### src/hdl/dq_pkg.sv
// Shared types and codes for the double-ended queue.
// Holds the payload structs, operation and status codes, and the
// command/status bundles between controller and datapath. No dependencies.
package dq_pkg;

    localparam int unsigned DataW = 32;

    localparam logic [2:0] OP_PUSH_FRONT = 3'd0;
    localparam logic [2:0] OP_PUSH_REAR  = 3'd1;
    localparam logic [2:0] OP_POP_FRONT  = 3'd2;
    localparam logic [2:0] OP_POP_REAR   = 3'd3;
    localparam logic [2:0] OP_DUMP       = 3'd4;

    localparam logic [1:0] ST_OK        = 2'd0;
    localparam logic [1:0] ST_UNDERFLOW = 2'd1;
    localparam logic [1:0] ST_OVERFLOW  = 2'd2;
    localparam logic [1:0] ST_EMPTY     = 2'd3;

    typedef struct packed {
        logic [2:0]              op;
        logic signed [DataW-1:0] value;
    } item_t;

    typedef struct packed {
        logic [1:0]              status;
        logic                    has_element;
        logic signed [DataW-1:0] element;
        logic                    last;
    } result_t;

    // Controller to datapath
    typedef struct packed {
        logic       push_front;
        logic       push_rear;
        logic       pop_front;
        logic       pop_rear;
        logic       dump_start;
        logic       load_status;
        logic [1:0] status;
        logic       load_element;
    } dq_cmd_t;

    // Datapath to controller
    typedef struct packed {
        logic empty;
        logic full;
        logic one_left;
        logic out_free;
    } dq_stat_t;

endpackage

### src/hdl/dq_ctrl.sv
// Controller of the double-ended queue: decodes operations and sequences dumps.
// Depends on dq_pkg for the opcodes and the command/status structs.
module dq_ctrl (
    input  logic             clk,
    input  logic             rst_n,
    input  logic             item_valid,
    output logic             item_ready,
    input  logic [2:0]       op,
    input  dq_pkg::dq_stat_t stat,
    output dq_pkg::dq_cmd_t  cmd
);

    localparam logic S_IDLE = 1'b0;
    localparam logic S_DUMP = 1'b1;

    logic state_reg;
    logic state_next;
    logic take;

    assign item_ready = (state_reg == S_IDLE) && stat.out_free;
    assign take       = item_valid && item_ready;

    always_comb
    begin
        cmd        = '0;
        cmd.status = dq_pkg::ST_OK;
        state_next = state_reg;
        case (state_reg)
            S_IDLE:
            begin
                if (take)
                begin
                    case (op)
                        dq_pkg::OP_PUSH_FRONT, dq_pkg::OP_PUSH_REAR:
                        begin
                            cmd.load_status = 1'b1;
                            if (stat.full)
                            begin
                                cmd.status = dq_pkg::ST_OVERFLOW;
                            end
                            else
                            begin
                                cmd.push_front = (op == dq_pkg::OP_PUSH_FRONT);
                                cmd.push_rear  = (op == dq_pkg::OP_PUSH_REAR);
                            end
                        end
                        dq_pkg::OP_POP_FRONT, dq_pkg::OP_POP_REAR:
                        begin
                            cmd.load_status = 1'b1;
                            if (stat.empty)
                            begin
                                cmd.status = dq_pkg::ST_UNDERFLOW;
                            end
                            else
                            begin
                                cmd.pop_front = (op == dq_pkg::OP_POP_FRONT);
                                cmd.pop_rear  = (op == dq_pkg::OP_POP_REAR);
                            end
                        end
                        dq_pkg::OP_DUMP:
                        begin
                            if (stat.empty)
                            begin
                                cmd.load_status = 1'b1;
                                cmd.status      = dq_pkg::ST_EMPTY;
                            end
                            else
                            begin
                                cmd.dump_start = 1'b1;
                                state_next     = S_DUMP;
                            end
                        end
                        default:
                        begin
                            // unassigned opcode: drop silently
                        end
                    endcase
                end
            end
            S_DUMP:
            begin
                if (stat.out_free)
                begin
                    cmd.load_element = 1'b1;
                    if (stat.one_left)
                    begin
                        state_next = S_IDLE;
                    end
                end
            end
            default:
            begin
                state_next = S_IDLE;
            end
        endcase
    end

    always_ff @(posedge clk or negedge rst_n)
    begin
        if (!rst_n)
        begin
            state_reg <= S_IDLE;
        end
        else
        begin
            state_reg <= state_next;
        end
    end

endmodule

### src/hdl/dq_path.sv
// Datapath of the double-ended queue: ring store, head index, fill count,
// dump walker and result register. Depends on dq_pkg for structs and codes.
module dq_path #(
    parameter int unsigned DEPTH = 32
) (
    input  logic                           clk,
    input  logic                           rst_n,
    input  logic signed [dq_pkg::DataW-1:0] value,
    input  dq_pkg::dq_cmd_t                cmd,
    output dq_pkg::dq_stat_t               stat,
    output logic                           result_valid,
    input  logic                           result_ready,
    output dq_pkg::result_t                result
);

    localparam int unsigned IW = $clog2(DEPTH);
    localparam int unsigned CW = $clog2(DEPTH + 1);
    localparam logic [IW-1:0] LastIdx = IW'(DEPTH - 1);

    logic [dq_pkg::DataW-1:0] mem [DEPTH];
    logic [dq_pkg::DataW-1:0] rd_data_reg;

    logic [IW-1:0] head_reg, head_next;
    logic [CW-1:0] count_reg, count_next;
    logic [IW-1:0] walk_reg, walk_next;
    logic [CW-1:0] remain_reg, remain_next;
    logic          result_valid_reg, result_valid_next;
    dq_pkg::result_t result_reg;

    logic [IW-1:0] head_dec;
    logic [IW-1:0] head_inc;
    logic [IW-1:0] walk_inc;
    logic [CW:0]   rear_sum;
    logic [IW-1:0] rear_idx;
    logic          wr_en;
    logic [IW-1:0] wr_addr;
    logic          rd_en;
    logic [IW-1:0] rd_addr;

    assign head_dec = (head_reg == '0) ? LastIdx : head_reg - 1'b1;
    assign head_inc = (head_reg == LastIdx) ? '0 : head_reg + 1'b1;
    assign walk_inc = (walk_reg == LastIdx) ? '0 : walk_reg + 1'b1;

    // head + count stays below twice the depth: one compare and subtract wraps it
    assign rear_sum = (CW + 1)'(head_reg) + (CW + 1)'(count_reg);
    assign rear_idx = (rear_sum >= (CW + 1)'(DEPTH)) ? IW'(rear_sum - (CW + 1)'(DEPTH))
                                                     : IW'(rear_sum);

    assign wr_en   = cmd.push_front || cmd.push_rear;
    assign wr_addr = cmd.push_front ? head_dec : rear_idx;
    assign rd_en   = cmd.dump_start || (cmd.load_element && !stat.one_left);
    assign rd_addr = cmd.dump_start ? head_reg : walk_reg;

    assign stat.empty    = (count_reg == '0);
    assign stat.full     = (count_reg == CW'(DEPTH));
    assign stat.one_left = (remain_reg == CW'(1));
    assign stat.out_free = !result_valid_reg || result_ready;

    always_ff @(posedge clk)
    begin
        if (wr_en)
        begin
            mem[wr_addr] <= value;
        end
        if (rd_en)
        begin
            rd_data_reg <= mem[rd_addr];
        end
    end

    always_comb
    begin
        head_next  = head_reg;
        count_next = count_reg;
        if (cmd.push_front)
        begin
            head_next  = head_dec;
            count_next = count_reg + 1'b1;
        end
        else if (cmd.push_rear)
        begin
            count_next = count_reg + 1'b1;
        end
        else if (cmd.pop_front)
        begin
            head_next  = head_inc;
            count_next = count_reg - 1'b1;
        end
        else if (cmd.pop_rear)
        begin
            count_next = count_reg - 1'b1;
        end
    end

    always_comb
    begin
        walk_next   = walk_reg;
        remain_next = remain_reg;
        if (cmd.dump_start)
        begin
            walk_next   = head_inc;
            remain_next = count_reg;
        end
        else if (cmd.load_element)
        begin
            remain_next = remain_reg - 1'b1;
            if (!stat.one_left)
            begin
                walk_next = walk_inc;
            end
        end
    end

    always_comb
    begin
        result_valid_next = result_valid_reg;
        if (cmd.load_status || cmd.load_element)
        begin
            result_valid_next = 1'b1;
        end
        else if (result_ready)
        begin
            result_valid_next = 1'b0;
        end
    end

    always_ff @(posedge clk or negedge rst_n)
    begin
        if (!rst_n)
        begin
            head_reg         <= '0;
            count_reg        <= '0;
            walk_reg         <= '0;
            remain_reg       <= '0;
            result_valid_reg <= 1'b0;
        end
        else
        begin
            head_reg         <= head_next;
            count_reg        <= count_next;
            walk_reg         <= walk_next;
            remain_reg       <= remain_next;
            result_valid_reg <= result_valid_next;
        end
    end

    always_ff @(posedge clk)
    begin
        if (cmd.load_status)
        begin
            result_reg.status      <= cmd.status;
            result_reg.has_element <= 1'b0;
            result_reg.element     <= '0;
            result_reg.last        <= 1'b1;
        end
        else if (cmd.load_element)
        begin
            result_reg.status      <= dq_pkg::ST_OK;
            result_reg.has_element <= 1'b1;
            result_reg.element     <= rd_data_reg;
            result_reg.last        <= stat.one_left;
        end
    end

    assign result_valid = result_valid_reg;
    assign result       = result_reg;

endmodule

### src/hdl/double_ended_queue.sv
// Bounded double-ended queue of signed 32-bit values, DEPTH entries.
// Channels: item (op, value) in, result (status, has_element, element, last)
// out, both valid/ready; a transfer happens when valid and ready are high.
// Push and pop ops give one status result (overflow when full, underflow
// when empty, state unchanged then). Dump gives every held element front to
// rear with last on the final one, or a single empty status. Opcodes five to
// seven are taken and dropped with no result.
// Timing: a result shows in the cycle after the item transfer; the first
// dumped element passes the store read register, then the result register.
// Throughput: one push/pop per cycle while results are taken; a dump reads
// its elements one at a time from the one registered read port of the ring
// store, and no item is taken during it. Stall: the result register holds
// until taken; item_ready drops while it is full and not being taken, and a
// dump pauses. Reset: rst_n clears head, count and result valid; the store
// needs no clear since only pushed entries are ever read.
// Depends on dq_pkg, dq_ctrl, dq_path.
module double_ended_queue #(
    parameter int unsigned DEPTH = 32
) (
    input  logic            clk,
    input  logic            rst_n,
    input  logic            item_valid,
    output logic            item_ready,
    input  dq_pkg::item_t   item,
    output logic            result_valid,
    input  logic            result_ready,
    output dq_pkg::result_t result
);

    dq_pkg::dq_cmd_t  cmd;
    dq_pkg::dq_stat_t stat;

    dq_ctrl u_ctrl (
        .clk        (clk),
        .rst_n      (rst_n),
        .item_valid (item_valid),
        .item_ready (item_ready),
        .op         (item.op),
        .stat       (stat),
        .cmd        (cmd)
    );

    dq_path #(
        .DEPTH (DEPTH)
    ) u_path (
        .clk          (clk),
        .rst_n        (rst_n),
        .value        (item.value),
        .cmd          (cmd),
        .stat         (stat),
        .result_valid (result_valid),
        .result_ready (result_ready),
        .result       (result)
    );

endmodule

### config.mk
export PLATFORM = sky130hd
export DESIGN_NAME = double_ended_queue
export DESIGN_NICKNAME = d
export VERILOG_FILES = /design/src/hdl/dq_pkg.sv /design/src/hdl/dq_ctrl.sv /design/src/hdl/dq_path.sv /design/src/hdl/double_ended_queue.sv
export SDC_FILE = /design/constraint.sdc
export NUM_CORES = 1
export LEC_CHECK = 0
export BUFFER_PORTS_ARGS = -buffer_cell sky130_fd_sc_hd__buf_2
export CAP_MARGIN = 10
export CORE_ASPECT_RATIO = 1.1
export CORE_MARGIN = 5
export CORE_UTILIZATION = 50
export DETAILED_ROUTE_END_ITERATION = 10
export GPL_TIMING_DRIVEN = 1
export PLACE_DENSITY = 0.7
export SLEW_MARGIN = 20
export SYNTH_ARGS = -nofsm -noshare
export SYNTH_HDL_FRONTEND = slang
export SYNTH_SLANG_ARGS = --single-unit
export TNS_END_PERCENT = 20
### constraint.sdc
create_clock -name clk -period 6.2 [get_ports clk]
set_input_delay 1.24 -clock clk [delete_from_list [all_inputs] [get_ports clk]]
set_output_delay 1.24 -clock clk [all_outputs]
set_load 0.02 [all_outputs]
==> metrics, run 1 <==
outcome=completed; Initial Util=0.502; Die ar.=~97000 um^2; Sink Count=roughly 1100; CP Launch Type=flop; fmax=0.210 GHz; pin count of the biggest net entering global routing=~120; Required @ worst endpoint=between 6 and 7 ns; Synth area leader=edfxtp_1; worst setup path category=reg2reg; Final GP Congestion=between 0.8 and 0.9; vias per cell=6.61; IO Port Bufs=76; yosys warns=0; synth top area cells=edfxtp_1 (70%), nand3_1 (11%), o21ai_0 (5.8%); CTS tree=done; root buf cell=clkbuf_16; R2R Setup Slk=between 1 and 1.5 ns; DR iter-0 viols=4581; synthesized area=approximately 45000 um^2; EDFF count, synth=between 1000 and 1500; CP max stage delay=about 0.93 ns; Layout area overhead=12.6%; Site Rows=116; CTS Hold Buffers Added=0; CTS Buffer Depth=3; top_reg_cell synth=edfxtp_1; Async S/R FF share, synth=0.0215; final hold vios=0; minimum clock period=4.76 ns; overall routing resource usage=0.262; depth of the most critical reg-to-reg path=10; LEAKAGE=about 16 nW; Period Utilization, post-route=0.768; initial antenna violation count=8; Crit-path slowest cell=nor2_4; RSZ-0062 raised after global routing=false; Max Cap Violations=0; critical hold path startpoint=u_path.result[23]$_SDFFE_PP0P_; max_slew headroom=0.206; I/O pin count=77; DRT Wirelength=132 mm; maximum fanout along the worst path=22; Worst Skew=approximately 0.026 ns; cts repair resizes=0; Num CTS Buffers=about 110; # setup viols final=0; Clock transition at path regs=roughly 0.060 ns; Tightest Hold Check Type=reg2reg; share of post-route cells with drive strength above 1=0.119; sequential area share after synthesis=0.728; Total Nets Final=roughly 3500; pre-CTS setup slack=1.22 ns; CP top delay family=simple AND/OR/NAND/NOR gates; Slew Limit Fails=0; worst path arrival time=slightly above 5 ns; Synth Register Bits=approximately 1100; Detail Placement HPWL=roughly 75 mm; first-pass GRT wire length=193 mm; DRT Pass-1 Iters=6; Mean Syn Cell Area=roughly 13 um^2; H-tree depth=3; Vias=~31000; setup bufs post-CTS=0; Crit path buffers/inverters=2; synth unique cells=54; RR Endpoint=u_path.mem[26][17]$_DFFE_PP_; DRC viols=0; crit path capture type=flop; Die X=just under 300 um; Placeable Area=90600 um^2; syn nets=about 3500; Synth top area share=0.699; setup ws final=~1.4 ns; worst hold stages=2; crit-path cells=inv_1 -> ha_1 -> nor4b_4 -> a2111oi_2 -> nand2_1 -> a21oi_1 -> a21o_1 -> nand3_1 -> nor2_4 -> buf_4; GRT Residual Overflow=0; antenna-violating nets left=0; Largest register FFs=1024; worst skew pair latency=between 0.6 and 0.7 ns; post-DR wirelength/cell=approximately 28 um; maximum vdd drop=about 0.51 mV; actual slew at the worst max-slew pin=1.19 ns; post-synthesis cell count=~3500; vias in the first global route=between 20000 and 30000; RR Startpoint=u_path.count_reg[1]$_DFFE_PN0P_; Worst Hold End=u_path.result[23]$_SDFFE_PP0P_; PwrDens=between 400 and 500 nW/um^2; setup_tns=0 ns; chip height=326 um
## cells in the final DEF (no fill, tap or decap), types with 25 or more instances in the layout
cell type / n
edfxtp_1: 1058
nand3_1: 1032
o21ai_0: 525
a41oi_1: 129
clkbuf_16: 109
buf_4: 106
nand2_1: 99
buf_2: 76
a21oi_1: 48
nor4_1: 34
dfxtp_1: 34
buf_12: 33
nor2_4: 32
clkinv_1: 25
## per-stage QoR
step                      area [um^2]  total power, W  hold WS [ns]  std cells  utilization
after floorplan                 45400          0.0133         0.471       3484            -
after global placement          47700          0.0161         0.438       4560        0.527
after detailed placement        47700          0.0162         0.445       4561        0.527
after CTS                       51100          0.0225         0.454       4756        0.565
after global routing            51200          0.0234         0.470       4757        0.565
final                           51200          0.0226         0.451       4759        0.565
## cells in the mapped netlist, drive strengths merged, types with 8 or more instances
master and instances:
o21ai 526, nor4 34, a21oi 49, a31oi 10, nand2b 11, inv 10
nand3 1033, buf 118, dfrtp 24, clkbuf 201, xnor2 9, nand2 101
ha 13, edfxtp 1058, a41oi 129, nor2b 8, dfxtp 34, nor2 52
## report_power, final
group          total, W  internal (W)  leakage (nW)  switching, W
Clock           0.00635       0.00355          1.64       0.00280
Combinational   0.00706       0.00203          4.03       0.00503
Sequential      0.00920       0.00882          10.1      0.000381
Total            0.0226        0.0144          15.8       0.00821
## worst register-to-register path: stages, from the launching register on
cell       delay (ns)
dfrtp_1          0.52
inv_1            0.12
ha_1             0.24
nor4b_4          0.16
a2111oi_2        0.62
nand2_1          0.44
a21oi_1          0.36
a21o_1           0.14
nand3_1          0.59
nor2_4           0.93
buf_4            0.34
## area by class of cell
class                      count  area, um^2
tap                         1180        1480
timing repair buffer         217        1880
multi-input combinational   2039       11300
inverter                      10        37.5
sequential                  1116       33100
clock inverter                70         611
antenna                        2        5.00
fill                        7162       39400
clock buffer                 125        2790
## how the worst max path moves through the flow
| stage | cells after the start | slack [ns] | start | to |
|---|---|---|---|---|
| final | 10 | 1.44 | u_path.count_reg[1]$_DFFE_PN0P_ | u_path.mem[26][17]$_DFFE_PP_ |
| after global routing | 10 | 1.23 | u_path.count_reg[1]$_DFFE_PN0P_ | u_path.mem[26][17]$_DFFE_PP_ |
| after CTS | 12 | 1.45 | u_path.count_reg[1]$_DFFE_PN0P_ | u_path.rd_data_reg[2]$_DFFE_PP_ |
| after detailed placement | 9 | 1.22 | result_ready | u_path.mem[26][25]$_DFFE_PP_ |
| after global placement | 9 | 1.30 | result_ready | u_path.mem[26][27]$_DFFE_PP_ |
| after floorplan | 8 | 1.63 | result_ready | u_path.mem[16][0]$_DFFE_PP_ |
## logic make-up after synthesis
logic type      share of synthesized area
xor+xnor                          0.00251
buf+inv                            0.0315
flops                               0.728
fa+ha+maj                         0.00402
simple gates                        0.138
compound gates                     0.0947
mux                               0.00132
## metal layers
metal | track usage | routed length (um) | part of all wire
met1 | 0.362 | 50000 | 0.38
met2 | 0.410 | 61700 | 0.47
met5 | 0 | 64 | 0.00049
met3 | 0.0554 | 14600 | 0.11
met4 | 0.106 | 5390 | 0.041
Note: power is estimated with default switching activity, not from simulation.
==> run 2: changes to the inputs <==
--- a/config.mk
+++ b/config.mk
@@ -5,6 +5,7 @@
 export SDC_FILE = /design/constraint.sdc
 export NUM_CORES = 1
 export LEC_CHECK = 0
+export ABC_AREA = 1
 export BUFFER_PORTS_ARGS = -buffer_cell sky130_fd_sc_hd__buf_2
 export CAP_MARGIN = 10
 export CORE_ASPECT_RATIO = 1.1
@@ -12,7 +13,7 @@
 export CORE_UTILIZATION = 50
 export DETAILED_ROUTE_END_ITERATION = 10
 export GPL_TIMING_DRIVEN = 1
-export PLACE_DENSITY = 0.7
+export PLACE_DENSITY = 0.72
 export SLEW_MARGIN = 20
 export SYNTH_ARGS = -nofsm -noshare
 export SYNTH_HDL_FRONTEND = slang
==> constraint.sdc (replaced) <==
create_clock -name clk -period 4.38 [get_ports clk]
set_input_delay 0.876 -clock clk [delete_from_list [all_inputs] [get_ports clk]]
set_output_delay 0.876 -clock clk [all_outputs]
set_load 0.02 [all_outputs]
==> run 2 against run 1 <==
Sequential power increased by 40%; highest routed layer unchanged; die area grew 6.7%; non-clock buffer count is 14 lower; sequential cell count unchanged; fmax is 29% higher.
==> metrics, run 2 <==
outcome=completed; Post-Route Utilization=0.560; Largest register FFs=between 1000 and 1500; Slew Limit Fails=0; fmax=0.271 GHz; initial antenna violation count=15; switch share=0.379; most common cell after layout, fill and taps aside=nand2_1; setup bufs post-CTS=0; Synth Register Bits=between 1000 and 1500; final hold vios=0; Clock transition at path regs=about 0.060 ns; yosys warns=0; LEAKAGE=approximately 21 nW; CP Launch Type=flop; minimum clock period=around 3.7 ns; syn nets=about 4500; post-synthesis cell count=4475; Mean Syn Cell Area=10.9 um^2; synthesized area=between 40000 and 50000 um^2; Tightest Hold Check Type=in2async; Logic pwr share=0.351; maximum vdd drop=0.484 mV; worst skew pair latency=a little under 0.7 ns; Async S/R FF share, synth=0.0215; Net Switching=0.0127 W; max_slew headroom=0.428; synth top area cells=edfxtp_1 (65%), nand3_1 (10%), nand2_1 (9.2%); actual slew at the worst max-slew pin=0.855 ns; maximum fanout along the worst path=15; crit path capture type=flop; RSZ-0062 raised after global routing=false; worst path arrival time=slightly above 4 ns; most frequent cells in the layout=nand2_1 (1193), edfxtp_1 (1058), nand3_1 (1003), inv_1 (455), nand3b_1 (224); vias in the first global route=31700; sequential area share after synthesis=0.681; internal power=~0.021 W; vias per cell=5.71; share of post-route cells with drive strength above 1=0.0904; GRT Residual Overflow=0; setup_tns=0 ns; DRT Pass-1 Iters=8; Placeable Area=96800 um^2; GRT Max-Usage Layer=met2; Required @ worst endpoint=4.75 ns; cts repair resizes=0; M2 GR Usage=0.400; met3 usage=0.0497; Detail Placement HPWL=about 72 mm; grt met1 use=0.337; Site Rows=between 100 and 150; count leader, synth=nand2_1; IO Port Bufs=76; Sink Count=approximately 1100; root buf cell=clkbuf_16; Synth area leader=edfxtp_1; Total Nets Final=~4600; Initial Util=0.501; top_reg_cell synth=edfxtp_1; Max Cap Violations=0; EDFF count, synth=~1100; synth unique cells=39; CTS Buffer Depth=3; list of most frequent post-synthesis cells=nand2_1 (1194), edfxtp_1 (1058), nand3_1 (1003); Num CTS Buffers=about 110; CTS Hold Buffers Added=0; pin count of the biggest net entering global routing=140; Period Utilization, post-route=0.843; H-tree depth=3; Layout area overhead=11.6%; Sequential Power Share=0.385; post-DR wirelength/cell=~22 um; DRT Wirelength=roughly 130 mm; first-pass GRT wire length=~200 mm; Worst Skew=roughly 0.022 ns; Die X=slightly above 300 um; antenna-violating nets left=0; PwrDens=about 620 nW/um^2; clock network power share=0.264; DR iter-0 viols=between 4000 and 5000; Synth top area share=0.654; # setup viols final=0; Vias=~34000; chip height=around 340 um; CTS tree=done; DRC viols=0; overall routing resource usage=0.247; I/O pin count=between 70 and 80; Final GP Congestion=between 0.8 and 0.9; worst setup path category=reg2reg; Die ar.=103000 um^2
[run 2: logic make-up after synthesis]
| logic type | Yosys count | share of synthesized area |
|---|---|---|
| buf+inv | 748 | 0.0649 |
| flops | 1116 | 0.681 |
| compound gates | 88 | 0.0104 |
| fa+ha+maj | 14 | 0.00376 |
| xor+xnor | 14 | 0.00252 |
| simple gates | 2495 | 0.238 |
[run 2: metrics by stage]
step	area (um^2)	std cells	worst slack [ns]	hold slack [ns]	power (W)
after floorplan	48600	4475	0.380	0.464	0.0208
after global placement	50900	5672	0.651	0.449	0.0245
after detailed placement	50900	5672	0.601	0.451	0.0247
after CTS	54200	5870	0.757	0.188	0.0335
after global routing	54200	5870	0.490	0.238	0.0353
final	54200	5874	0.686	0.200	0.0336
[run 2: final timing paths]
path                                            startpoint                                to  slack [ns]  depth (start not counted)
hold reg to reg             u_path.result[31]$_SDFFE_PP0P_    u_path.result[31]$_SDFFE_PP0P_        0.46                          2
min in group clk            u_path.result[31]$_SDFFE_PP0P_    u_path.result[31]$_SDFFE_PP0P_        0.46                          2
hold / removal                                       rst_n   u_path.result_valid$_DFFE_PN0P_        0.20                          1
setup / recovery           u_path.count_reg[1]$_DFFE_PN0P_       u_path.mem[12][6]$_DFFE_PP_        0.69                         15
max in group asynchronous                            rst_n  u_path.remain_reg[0]$_DFFE_PN0P_        3.78                          1
setup reg to reg           u_path.count_reg[1]$_DFFE_PN0P_       u_path.mem[12][6]$_DFFE_PP_        0.69                         15
[run 2: cell type report]
| cell class | count | area, um^2 |
|---|---|---|
| diodes | 4 | 10.0 |
| clock buffers | 135 | 2880 |
| clock inverters | 63 | 483 |
| fillers | 7762 | 42600 |
| inverters | 461 | 1740 |
| multi-input cells | 2611 | 12700 |
| flip-flops and latches | 1116 | 33100 |
| well taps | 1281 | 1600 |
| repair buffers | 203 | 1780 |
[run 2: critical path, stage by stage, from the launching register on]
cell and delay (ns):
dfrtp_1 0.44, inv_1 0.17, ha_1 0.26, nand2_1 0.09, nor2_1 0.09, nand2_1 0.07
nand3_1 0.17, inv_2 0.16, nand2_4 0.14, inv_1 0.13, nand2_1 0.13, nand2_1 0.10
inv_1 0.11, nand3_2 0.38, nor2_4 0.66, buf_12 0.27
[run 2: layer usage]
metal / share of wire / wire length (um)
met1: 0.39 / 50900
met2: 0.47 / 61100
met3: 0.11 / 14000
met4: 0.036 / 4760
met5: 0.00051 / 67
[run 2: power groups by stage]
| stage | clock, W | sequential, W | combinational (W) |
|---|---|---|---|
| 2_1_floorplan | 0 | 0.0130 | 0.00774 |
| 3_3_place_gp | 0 | 0.0131 | 0.0114 |
| 3_5_place_dp | 0 | 0.0131 | 0.0115 |
| 4_1_cts | 0.00897 | 0.0129 | 0.0116 |
| 5_1_grt | 0.00946 | 0.0130 | 0.0129 |
| 6_report | 0.00886 | 0.0129 | 0.0118 |
